==> src/rtl/sbfd_pkg.sv <==
package sbfd_pkg;

  localparam int unsigned CHANNEL_COUNT = 16;
  localparam int unsigned CHAN_W        = 11;
  localparam int unsigned IDX_W         = $clog2(CHANNEL_COUNT);
  localparam int unsigned MEM_AW        = IDX_W + 1;
  localparam int unsigned ACC_W         = 18;
  localparam int unsigned POS_W         = 5;
  localparam int unsigned HELD_W        = 5;

  localparam logic [7:0]        START_BYTE    = 8'h0F;
  localparam logic [7:0]        STOP_BYTE     = 8'h00;
  localparam logic [POS_W-1:0]  FRAME_BYTES   = 5'd25;
  localparam logic [POS_W-1:0]  LAST_DATA_POS = 5'd22;
  localparam logic [POS_W-1:0]  FLAG_POS      = 5'd23;
  localparam logic [POS_W-1:0]  CHECK_POS     = 5'd24;
  localparam logic [HELD_W-1:0] BYTE_BITS     = 5'd8;
  localparam logic [HELD_W-1:0] CHAN_BITS     = 5'd11;
  localparam int unsigned       FAIL_SAFE_BIT = 3;
  localparam int unsigned       LOST_BIT      = 2;
  localparam logic [IDX_W-1:0]  LAST_INDEX    = IDX_W'(CHANNEL_COUNT - 1);

  typedef struct packed {
    logic              en;
    logic [MEM_AW-1:0] addr;
    logic [CHAN_W-1:0] data;
  } wr_t;

  typedef struct packed {
    logic req;
    logic bank;
    logic ok;
    logic fail_safe;
    logic lost_frame;
  } emit_t;

endpackage

==> src/rtl/sbfd_unpack.sv <==
module sbfd_unpack (
  input  logic                   clk_i,
  input  logic                   rst_ni,
  input  logic                   accept_i,
  input  logic [7:0]             data_byte_i,
  input  logic                   frame_first_i,
  output logic                   at_check_o,
  output sbfd_pkg::wr_t          wr_o,
  output sbfd_pkg::emit_t        emit_o
);

  logic [sbfd_pkg::POS_W-1:0]  pos_q, pos_d;
  logic [sbfd_pkg::ACC_W-1:0]  acc_q, acc_d, acc_new;
  logic [sbfd_pkg::HELD_W-1:0] held_q, held_d, held_new;
  logic [sbfd_pkg::IDX_W-1:0]  next_q, next_d;
  logic                        start_ok_q, start_ok_d;
  logic                        fs_q, fs_d;
  logic                        lost_q, lost_d;
  logic                        wbank_q, wbank_d;

  assign at_check_o = (pos_q == sbfd_pkg::CHECK_POS) && !frame_first_i;
  assign acc_new    = acc_q | (sbfd_pkg::ACC_W'(data_byte_i) << held_q[3:0]);
  assign held_new   = held_q + sbfd_pkg::BYTE_BITS;

  always_comb begin
    pos_d      = pos_q;
    acc_d      = acc_q;
    held_d     = held_q;
    next_d     = next_q;
    start_ok_d = start_ok_q;
    fs_d       = fs_q;
    lost_d     = lost_q;
    wbank_d    = wbank_q;
    wr_o       = '0;
    emit_o     = '0;
    if (accept_i) begin
      if (frame_first_i) begin
        acc_d      = '0;
        held_d     = '0;
        next_d     = '0;
        fs_d       = 1'b0;
        lost_d     = 1'b0;
        start_ok_d = (data_byte_i == sbfd_pkg::START_BYTE);
        pos_d      = sbfd_pkg::POS_W'(1);
      end else if (pos_q < sbfd_pkg::FRAME_BYTES) begin
        if (pos_q <= sbfd_pkg::LAST_DATA_POS) begin
          if (held_new >= sbfd_pkg::CHAN_BITS) begin
            wr_o.en   = 1'b1;
            wr_o.addr = {wbank_q, next_q};
            wr_o.data = acc_new[sbfd_pkg::CHAN_W-1:0];
            acc_d     = acc_new >> sbfd_pkg::CHAN_W;
            held_d    = held_new - sbfd_pkg::CHAN_BITS;
            next_d    = next_q + sbfd_pkg::IDX_W'(1);
          end else begin
            acc_d  = acc_new;
            held_d = held_new;
          end
        end else if (pos_q == sbfd_pkg::FLAG_POS) begin
          fs_d   = data_byte_i[sbfd_pkg::FAIL_SAFE_BIT];
          lost_d = data_byte_i[sbfd_pkg::LOST_BIT];
        end else begin
          emit_o.req        = 1'b1;
          emit_o.bank       = wbank_q;
          emit_o.ok         = start_ok_q && (data_byte_i == sbfd_pkg::STOP_BYTE);
          emit_o.fail_safe  = fs_q;
          emit_o.lost_frame = lost_q;
          wbank_d           = ~wbank_q;
        end
        pos_d = pos_q + sbfd_pkg::POS_W'(1);
      end
    end
  end

  always_ff @(posedge clk_i or negedge rst_ni) begin
    if (!rst_ni) begin
      pos_q      <= sbfd_pkg::FRAME_BYTES;
      acc_q      <= '0;
      held_q     <= '0;
      next_q     <= '0;
      start_ok_q <= 1'b0;
      fs_q       <= 1'b0;
      lost_q     <= 1'b0;
      wbank_q    <= 1'b0;
    end else begin
      pos_q      <= pos_d;
      acc_q      <= acc_d;
      held_q     <= held_d;
      next_q     <= next_d;
      start_ok_q <= start_ok_d;
      fs_q       <= fs_d;
      lost_q     <= lost_d;
      wbank_q    <= wbank_d;
    end
  end

  a_pos_range: assert property (@(posedge clk_i) disable iff (!rst_ni)
    pos_q <= sbfd_pkg::FRAME_BYTES)
    else $error("Byte position ran past the idle value.");

  a_emit_toggles_bank: assert property (@(posedge clk_i) disable iff (!rst_ni)
    emit_o.req |=> wbank_q != $past(wbank_q))
    else $error("Write bank did not swap at the end of a frame.");

endmodule

==> src/rtl/sbfd_drain.sv <==
module sbfd_drain (
  input  logic                              clk_i,
  input  logic                              rst_ni,
  input  sbfd_pkg::wr_t                     wr_i,
  input  sbfd_pkg::emit_t                   emit_i,
  output logic                              busy_o,
  output logic                              out_valid_o,
  input  logic                              out_stall_i,
  output logic [sbfd_pkg::IDX_W-1:0]        channel_index_o,
  output logic [sbfd_pkg::CHAN_W-1:0]       channel_value_o,
  output logic                              fail_safe_o,
  output logic                              lost_frame_o,
  output logic                              frame_error_o,
  output logic                              last_o
);

  localparam int unsigned MEM_DEPTH = 2 * sbfd_pkg::CHANNEL_COUNT;

  logic [sbfd_pkg::CHAN_W-1:0] mem [MEM_DEPTH];
  logic [sbfd_pkg::CHAN_W-1:0] rdata_q;

  logic                       busy_q, busy_d;
  logic                       bank_q, bank_d;
  logic [sbfd_pkg::IDX_W-1:0] cnt_q, cnt_d;
  logic                       err_q, err_d;
  logic                       fs_q, fs_d;
  logic                       lost_q, lost_d;

  logic                       s1_v_q, s1_v_d;
  logic [sbfd_pkg::IDX_W-1:0] s1_idx_q, s1_idx_d;
  logic                       s1_last_q, s1_last_d;
  logic                       s1_err_q, s1_err_d;
  logic                       s1_fs_q, s1_fs_d;
  logic                       s1_lost_q, s1_lost_d;

  logic                        out_v_q, out_v_d;
  logic [sbfd_pkg::IDX_W-1:0]  out_idx_q;
  logic [sbfd_pkg::CHAN_W-1:0] out_val_q;
  logic                        out_fs_q, out_lost_q, out_err_q, out_last_q;

  logic out_adv, s1_move, issue, issue_last;

  assign out_adv    = !out_v_q || !out_stall_i;
  assign s1_move    = s1_v_q && out_adv;
  assign issue      = busy_q && (!s1_v_q || out_adv);
  assign issue_last = err_q || (cnt_q == sbfd_pkg::LAST_INDEX);

  always_comb begin
    busy_d    = busy_q;
    bank_d    = bank_q;
    cnt_d     = cnt_q;
    err_d     = err_q;
    fs_d      = fs_q;
    lost_d    = lost_q;
    s1_v_d    = s1_v_q && !s1_move;
    s1_idx_d  = s1_idx_q;
    s1_last_d = s1_last_q;
    s1_err_d  = s1_err_q;
    s1_fs_d   = s1_fs_q;
    s1_lost_d = s1_lost_q;
    out_v_d   = out_v_q && !out_adv;
    if (s1_move) begin
      out_v_d = 1'b1;
    end
    if (emit_i.req) begin
      busy_d = 1'b1;
      bank_d = emit_i.bank;
      cnt_d  = '0;
      err_d  = !emit_i.ok;
      fs_d   = emit_i.fail_safe;
      lost_d = emit_i.lost_frame;
    end else if (issue) begin
      s1_v_d    = 1'b1;
      s1_idx_d  = err_q ? '0 : cnt_q;
      s1_last_d = issue_last;
      s1_err_d  = err_q;
      s1_fs_d   = fs_q && !err_q;
      s1_lost_d = lost_q && !err_q;
      cnt_d     = cnt_q + sbfd_pkg::IDX_W'(1);
      if (issue_last) begin
        busy_d = 1'b0;
      end
    end
  end

  always_ff @(posedge clk_i) begin
    if (wr_i.en) begin
      mem[wr_i.addr] <= wr_i.data;
    end
    if (issue && !emit_i.req) begin
      rdata_q <= mem[{bank_q, cnt_q}];
    end
  end

  always_ff @(posedge clk_i) begin
    s1_idx_q  <= s1_idx_d;
    s1_last_q <= s1_last_d;
    s1_err_q  <= s1_err_d;
    s1_fs_q   <= s1_fs_d;
    s1_lost_q <= s1_lost_d;
    bank_q    <= bank_d;
    cnt_q     <= cnt_d;
    err_q     <= err_d;
    fs_q      <= fs_d;
    lost_q    <= lost_d;
    if (s1_move) begin
      out_idx_q  <= s1_idx_q;
      out_val_q  <= s1_err_q ? '0 : rdata_q;
      out_fs_q   <= s1_fs_q;
      out_lost_q <= s1_lost_q;
      out_err_q  <= s1_err_q;
      out_last_q <= s1_last_q;
    end
  end

  always_ff @(posedge clk_i or negedge rst_ni) begin
    if (!rst_ni) begin
      busy_q  <= 1'b0;
      s1_v_q  <= 1'b0;
      out_v_q <= 1'b0;
    end else begin
      busy_q  <= busy_d;
      s1_v_q  <= s1_v_d;
      out_v_q <= out_v_d;
    end
  end

  assign busy_o          = busy_q;
  assign out_valid_o     = out_v_q;
  assign channel_index_o = out_idx_q;
  assign channel_value_o = out_val_q;
  assign fail_safe_o     = out_fs_q;
  assign lost_frame_o    = out_lost_q;
  assign frame_error_o   = out_err_q;
  assign last_o          = out_last_q;

  a_emit_when_idle: assert property (@(posedge clk_i) disable iff (!rst_ni)
    emit_i.req |-> !busy_q)
    else $error("A frame ended while the previous one was still being read.");

  a_no_write_to_read_bank: assert property (@(posedge clk_i) disable iff (!rst_ni)
    (busy_q && wr_i.en) |-> wr_i.addr[sbfd_pkg::MEM_AW-1] != bank_q)
    else $error("Channel write hit the bank that is being read out.");

  a_error_result_shape: assert property (@(posedge clk_i) disable iff (!rst_ni)
    (out_v_q && out_err_q) |-> (out_last_q && out_idx_q == '0 && out_val_q == '0))
    else $error("Error result is not a single cleared result.");

  a_issue_order: assert property (@(posedge clk_i) disable iff (!rst_ni)
    (issue && !emit_i.req && !issue_last) |=> busy_q)
    else $error("Readout stopped before the last channel.");

endmodule

==> src/rtl/servo_bus_frame_decoder.sv <==
// After the stop byte is taken, results are read from the RAM into a read stage and then into the
// output register, at one result per cycle while the output is not stalled.
// Throughput: one byte per cycle; the stop byte stalls only while the previous frame is
// still being read from the two-bank channel RAM; with the output unstalled, back-to-back frames run at full rate.
// Reset is asynchronous and active low; the decoder then waits for a frame start, and the
// channel RAM needs no clearing since every frame writes all channels before it is read.
module servo_bus_frame_decoder (
  input  logic                        clk_i,
  input  logic                        rst_ni,
  input  logic                        in_valid_i,
  output logic                        in_stall_o,
  input  logic [7:0]                  data_byte_i,
  input  logic                        frame_first_i,
  output logic                        out_valid_o,
  input  logic                        out_stall_i,
  output logic [sbfd_pkg::IDX_W-1:0]  channel_index_o,
  output logic [sbfd_pkg::CHAN_W-1:0] channel_value_o,
  output logic                        fail_safe_o,
  output logic                        lost_frame_o,
  output logic                        frame_error_o,
  output logic                        last_o
);

  sbfd_pkg::wr_t   wr;
  sbfd_pkg::emit_t emit;
  logic            at_check;
  logic            busy;
  logic            accept;

  assign in_stall_o = at_check && busy;
  assign accept     = in_valid_i && !in_stall_o;

  sbfd_unpack u_unpack (
    .clk_i         (clk_i),
    .rst_ni        (rst_ni),
    .accept_i      (accept),
    .data_byte_i   (data_byte_i),
    .frame_first_i (frame_first_i),
    .at_check_o    (at_check),
    .wr_o          (wr),
    .emit_o        (emit)
  );

  sbfd_drain u_drain (
    .clk_i           (clk_i),
    .rst_ni          (rst_ni),
    .wr_i            (wr),
    .emit_i          (emit),
    .busy_o          (busy),
    .out_valid_o     (out_valid_o),
    .out_stall_i     (out_stall_i),
    .channel_index_o (channel_index_o),
    .channel_value_o (channel_value_o),
    .fail_safe_o     (fail_safe_o),
    .lost_frame_o    (lost_frame_o),
    .frame_error_o   (frame_error_o),
    .last_o          (last_o)
  );

endmodule

==> config.mk <==
export PLATFORM = sky130hd
export DESIGN_NAME = servo_bus_frame_decoder
export DESIGN_NICKNAME = d
export VERILOG_FILES = /design/src/rtl/sbfd_pkg.sv /design/src/rtl/sbfd_unpack.sv /design/src/rtl/sbfd_drain.sv /design/src/rtl/servo_bus_frame_decoder.sv
export SDC_FILE = /design/constraint.sdc
export NUM_CORES = 1
export LEC_CHECK = 0
export ABC_AREA = 1
export BUFFER_PORTS_ARGS = -buffer_cell sky130_fd_sc_hd__buf_2
export CORE_MARGIN = 2
export CORE_UTILIZATION = 30
export DETAILED_ROUTE_END_ITERATION = 8
export PLACE_DENSITY = 0.46
export SYNTH_ARGS = -nofsm -noshare
export SYNTH_HDL_FRONTEND = slang
export SYNTH_SLANG_ARGS = --single-unit
==> constraint.sdc <==
create_clock -name clk_i -period 2.67 [get_ports clk_i]
set_input_delay 0.267 -clock clk_i [delete_from_list [all_inputs] [get_ports clk_i]]
set_output_delay 0.267 -clock clk_i [all_outputs]
set_load 0.1 [all_outputs]
; ---- Word-level counts from Yosys, hierarchy flattened
; Memory sizes are Yosys's and may differ from the RTL's. A register that Yosys moved wholly into a read port is not among the register bits.
; Cells that the tools add are included.
[classes]
add_sub_neg = 5
n_lt_le_gt_ge = 3
eq_ne = 5
shift = 1
muxes = 40
bitwise_logic = 8
n_reduce_logical = 40
[op_table]
columns = cell, count
row1 = $mux W17, 5
row2 = $mux W18, 4
row3 = $mux W5, 11
row4 = $or A18 B18 Y18, 1
row5 = $shl A8 B4 Y18, 1
row6 = $mux W1, 16
row7 = $mux W4, 4
row8 = $reduce_bool A2 Y1, 6
row9 = $logic_and A1 B1 Y1, 11
row10 = $eq A5 B5 Y1 const B, 2
row11 = $logic_not A1 Y1, 10
row12 = $add A4 B1 Y4 const B, 2
row13 = $eq A8 B4 Y1 const B, 1
row14 = $logic_not A8 Y1, 1
row15 = $reduce_and A2 Y1, 4
row16 = $reduce_and A4 Y1, 2
row17 = $not A1 Y1, 7
row18 = $add A5 B1 Y5 const B, 1
row19 = $add A5 B4 Y5 const B, 1
row20 = $ge A5 B4 Y1 const B, 1
row21 = $le A5 B5 Y1 const B, 1
row22 = $lt A5 B5 Y1 const B, 1
row23 = $reduce_and A5 Y1, 1
row24 = $reduce_or A5 Y1, 1
row25 = other kinds (5), 7
[word_totals]
ff_bits = 74
ram_bits = 352
output_inout_bits = 21
word_cells = 130
mem_count = 1
[mem_list]
columns = name, depth, width, read_ports, rd_clocked_by_memory_dff, wr, line_no
row1 = u_drain.mem, 32, 11, 1, 1, 1, sbfd_drain.sv:19  ; logic [sbfd_pkg::CHAN_W-1:0] mem [MEM_DEPTH];

; ---- Longest topological paths before layout
[depth]
depth_word = 9
depth_mapped = 13

; ---- Cells and area by module
; Synthesis repeated with hierarchy kept, for this count alone.
[unflattened]
cells_unflattened = 1916
area_unflattened_um2 = 19232.2
[modules_own_cells]
columns = module, n_inst, cells_per_inst, area_per_inst_um2
row1 = sbfd_drain, 1, 1549, 16743.6
row2 = sbfd_unpack, 1, 363, 2468.6
row3 = servo_bus_frame_decoder, 1, 4, 20.0

; ---- Worst setup path after synthesis
; OpenSTA, ideal clock, no wires.
[synth_path]
path_type = flip-flop to flip-flop
start = reg u_unpack.held_q[3] in the netlist's numbering
end = mem u_drain.mem[0][2] in the netlist's numbering (data pin)
setup_ps = 377
t_arrival_ps = 2556
t_required_ps = 2293
setup_slack_ps = -263
path_stages_with_launch = 12
path_buffers = 3
synth_period_minus_slack_ps = 2933
path_cell_list = dfrtp_1 buf_2 inv_2 clkbuf_1 ha_1 inv_1 nand3_4 inv_2 nor2_2 nand2_2 buf_2 a21oi_1
[synth_lines]
columns = element, line_no
row1 = from (decl), sbfd_unpack.sv:14  ; logic [sbfd_pkg::HELD_W-1:0] held_q, held_d, held_new;
row2 = from (signal assigned), sbfd_unpack.sv:87  ; held_q <= held_d;
row3 = to (decl), sbfd_drain.sv:19

; ---- Worst setup path after layout
[layout_path]
start = reg u_unpack.pos_q[0] in the netlist's numbering
end = mem u_drain.mem[1][6] in the netlist's numbering (enable)
[layout_via]
elab_chain_cells = 8
[layout_lines]
columns = element, line_no
row1 = from (decl), sbfd_unpack.sv:12  ; logic [sbfd_pkg::POS_W-1:0] pos_q, pos_d;
row2 = from (signal assigned), sbfd_unpack.sv:76  ; pos_q <= sbfd_pkg::FRAME_BYTES;
row3 = from (signal assigned), sbfd_unpack.sv:85  ; pos_q <= pos_d;
row4 = "parallel branches: the longest is 5 deep, another holds $le A5 B5 Y1", n/a
row5 = $mux W17 (*), sbfd_unpack.sv:36  ; if (accept_i) begin
row6 = $mux W1, sbfd_drain.sv:87  ; if (wr_i.en) begin
row7 = $mux W1 (implied by the code), sbfd_drain.sv:88  ; mem[wr_i.addr] <= wr_i.data;
; Mark *: on every way between the ends.

==> results by group <==
Run status
  – Status: complete, no violations

Synthesis
  – Synth area leaders: edfxtp_1, nor2_1, nand2_1
  – Most common cell in the synthesized netlist: edfxtp_1
  – Syn_area_per_cell: 11.1 µm²
  – Synth Flop Type: edfxtp_1
  – Asr flop ratio synth: 8.92%
  – Post-synthesis cell type count: 47
  – Yosys Warn Count: 0
  – FF+latch count, synth: 437
  – Mapped Cells: 1693
  – Synth cell count leaders: edfxtp_1, nor2_1, nand2_1
  – Seq/Total Area, Yosys: 68.6%
  – Area of the mapped netlist: 18800 µm²
  – Post-synth top area share: 63.0%
  – Cell accounting for the most synthesized area: edfxtp_1
  – Mapped Nets: 1713
  – EDFF count, synth: 394

Final layout
  – Layout cells sized above 1: 14.9%
  – Layout Cells excl Fill: 2657
  – Area grow syn2layout: 17.0%
  – FILL cells: 6178
  – Nets: 1803
  – Ant diodes: 0

Clock network
  – Clock slew at reported path FFs: 0.06 ns
  – H-tree depth: 2
  – CTS buffer count: 47
  – Clk buf depth: 3
  – Post-CTS Setup Repair Bufs: 0
  – CTS tree: yes
  – Worst-Skew Late Latency: 0.59 ns
  – CTS Root Cell: clkbuf_16
  – # clock sinks: 437

Drt
  – WL/cell: 19.9 µm
  – Final antenna-violating net count: 0
  – Vias: 12600
  – DRC: 0
  – Router iterations before antenna repair: 5
  – Vias per cell: 4.73
  – Drt total wl: 52800 µm
  – Drt initial violations: 1108

Critical path
  – Worst R2R Start: u_unpack.pos_q[0]
  – Crit end category: flip-flop
  – Crit path launch: u_unpack.pos_q[0]
  – Critical Path AT: 2.69 ns
  – Worst EP required: 2.90 ns
  – Setup CP Type: reg2reg
  – CP max FO: 11
  – Reg-to-reg slack, setup: 0.21 ns
  – Crit path launch type: flip-flop

Min path
  – HP Class: in2reg
  – Hold_sp: data_byte_i[4]

STA
  – Total Neg Setup Slack: 0 ns
  – RSZ-0062 raised after global routing: false
  – Setup violators final: 0
  – Period utilization: 92.3%
  – Clock skew: 0.0182 ns
  – Fin. max-slew vios: 0
  – Min Tclk post-route: 2.46 ns
  – Final Hold Viols: 0
  – Worst rel slew slack: 36.7%
  – Worst Tran Pin Value: 0.950 ns
  – Max frequency: 406 MHz

Floorplanning
  – Core Area: 61800 µm²
  – Site Rows: 91
  – Die ar.: 64600 µm²
  – Die X: 254 µm
  – Initial core utilization: 30.4%
  – DIE HEIGHT: 254 µm
  – Number of top-level pins: 34

Global route
  – Overall Global Routing Usage: 16.5%
  – Initial antenna violation count: 0
  – Largest net degree at the start of global routing: 97
  – Grt ovf: 0
  – Number of global-route vias before repair: 12600
  – First-pass GRT wire length: 79000 µm

Place
  – Inst Count DP: 2567
  – IO buf count: 33
  – GPL Wtd Cong: 0.819
  – Final HPWL DP: 33100 µm

Power
  – Leakage: 0.00817 µW
  – Peak VDD IR: 0.000577 V
  – Pwr dens: 969 nW/µm²

Run
  – Max_cap viols: 0
## report_power, final
part	switching [µW]	internal, µW
combinational	4800	2020
clock	2680	3550
sequential	223	8020
## flip-flops by register name, summed over array words and instances (netlist names), 5 cells and up, named ones only
signal                   count
u_unpack.pos_q               5
u_unpack.held_q              5
u_drain.mem                352
u_drain.rdata_q             11
u_drain.channel_value_o     11
u_unpack.acc_q              18
## logic make-up (layout without fill, tap and decap cells)
group | after synthesis | after routing | share of synthesized area [%]
AO/OA/AOI/OAI | 236 | 236 | 6.80
AND/OR/NAND/NOR | 826 | 826 | 19.1
flip-flops | 437 | 437 | 68.6
buffers and inverters | 180 | 307 | 4.63
XOR/XNOR | 7 | 7 | 0.326
adder cells (fa/ha/maj) | 7 | 7 | 0.466
## layout make-up
cell class	count	area (µm²)	area share, %
timing repair buffer	131	1120	5.11
inverter	90	352	1.60
clock inverter	24	180	0.820
clock buffer	62	1270	5.80
multi-input combinational	1076	5090	23.2
tap	837	1050	4.77
sequential	437	12900	58.7
## worst max-delay path, stage by stage, from the launching register on
cell     delay (ns)
dfstp_2        0.53
inv_1          0.06
ha_1           0.21
nor2_2         0.11
nand2_2        0.06
nand2_2        0.09
nand2_4        0.07
nand2_8        0.09
nor2_8         0.05
o21ai_0        0.07
nand2_1        0.19
nor2_2         0.56
## path summary, 6_finish.rpt
| check | cells after the start | end |
|---|---|---|
| max | 11 | u_drain.mem[1][6] |
| min | 4 | u_unpack.start_ok_q |
| max reg2reg | 11 | u_drain.mem[1][6] |
| min reg2reg | 0 | u_drain.channel_index_o[3] |
| max in group asynchronous | 2 | u_unpack.pos_q[2] |
| min in group asynchronous | 2 | u_unpack.acc_q[11] |
## routing by layer
metal / GRT usage [%] / wire length (µm)
met1: 22.7 / 23900
met2: 27.2 / 25200
met3: 2.36 / 2500
met4: 5.08 / 1240
met5: 0 / 0
## repair_timing
| item | CTS | global route |
|---|---|---|
| hold endpoints to repair | 39 | 0 |
| endpoints found under the setup margin | 22 | 22 |
| resized for setup | 2 | 2 |
| pin swaps | 0 | 0 |
| hold buffers | 4 | 0 |
## stage by stage
stage | setup WS [ns] | total power, µW | hold WS, ns | util (%) | area, µm²
after detailed placement | -0.0629 | 15300 | 0.406 | 33.1 | 20500
after global routing | 0.0628 | 22400 | 0.0647 | 35.5 | 22000
after floorplan | -0.263 | 12600 | -0.0286 | - | 18800
final | 0.206 | 21300 | 0.0501 | 35.5 | 22000
after global placement | -0.0110 | 15200 | 0.409 | 33.1 | 20500
after CTS | 0.00366 | 21500 | 0.0326 | 35.5 | 22000
## cells in the final DEF (no fill, tap or decap), drive strengths merged, types with 2 or more instances in the layout
cell type / count
edfxtp: 394
nor2: 369
nand2: 285
o21ai: 177
nand3: 155
buf: 127
inv: 88
clkbuf: 62
dfrtp: 36
a21oi: 30
clkinv: 23
o211ai: 15
nand4: 13
ha: 7
o21bai: 6
xor2: 6
dlygate4sd3: 4
dfxtp: 4
a31oi: 3
o31ai: 3
dfstp: 3
or2: 2
bufinv: 2
o22ai: 2
(Power assumes the default switching activity.)
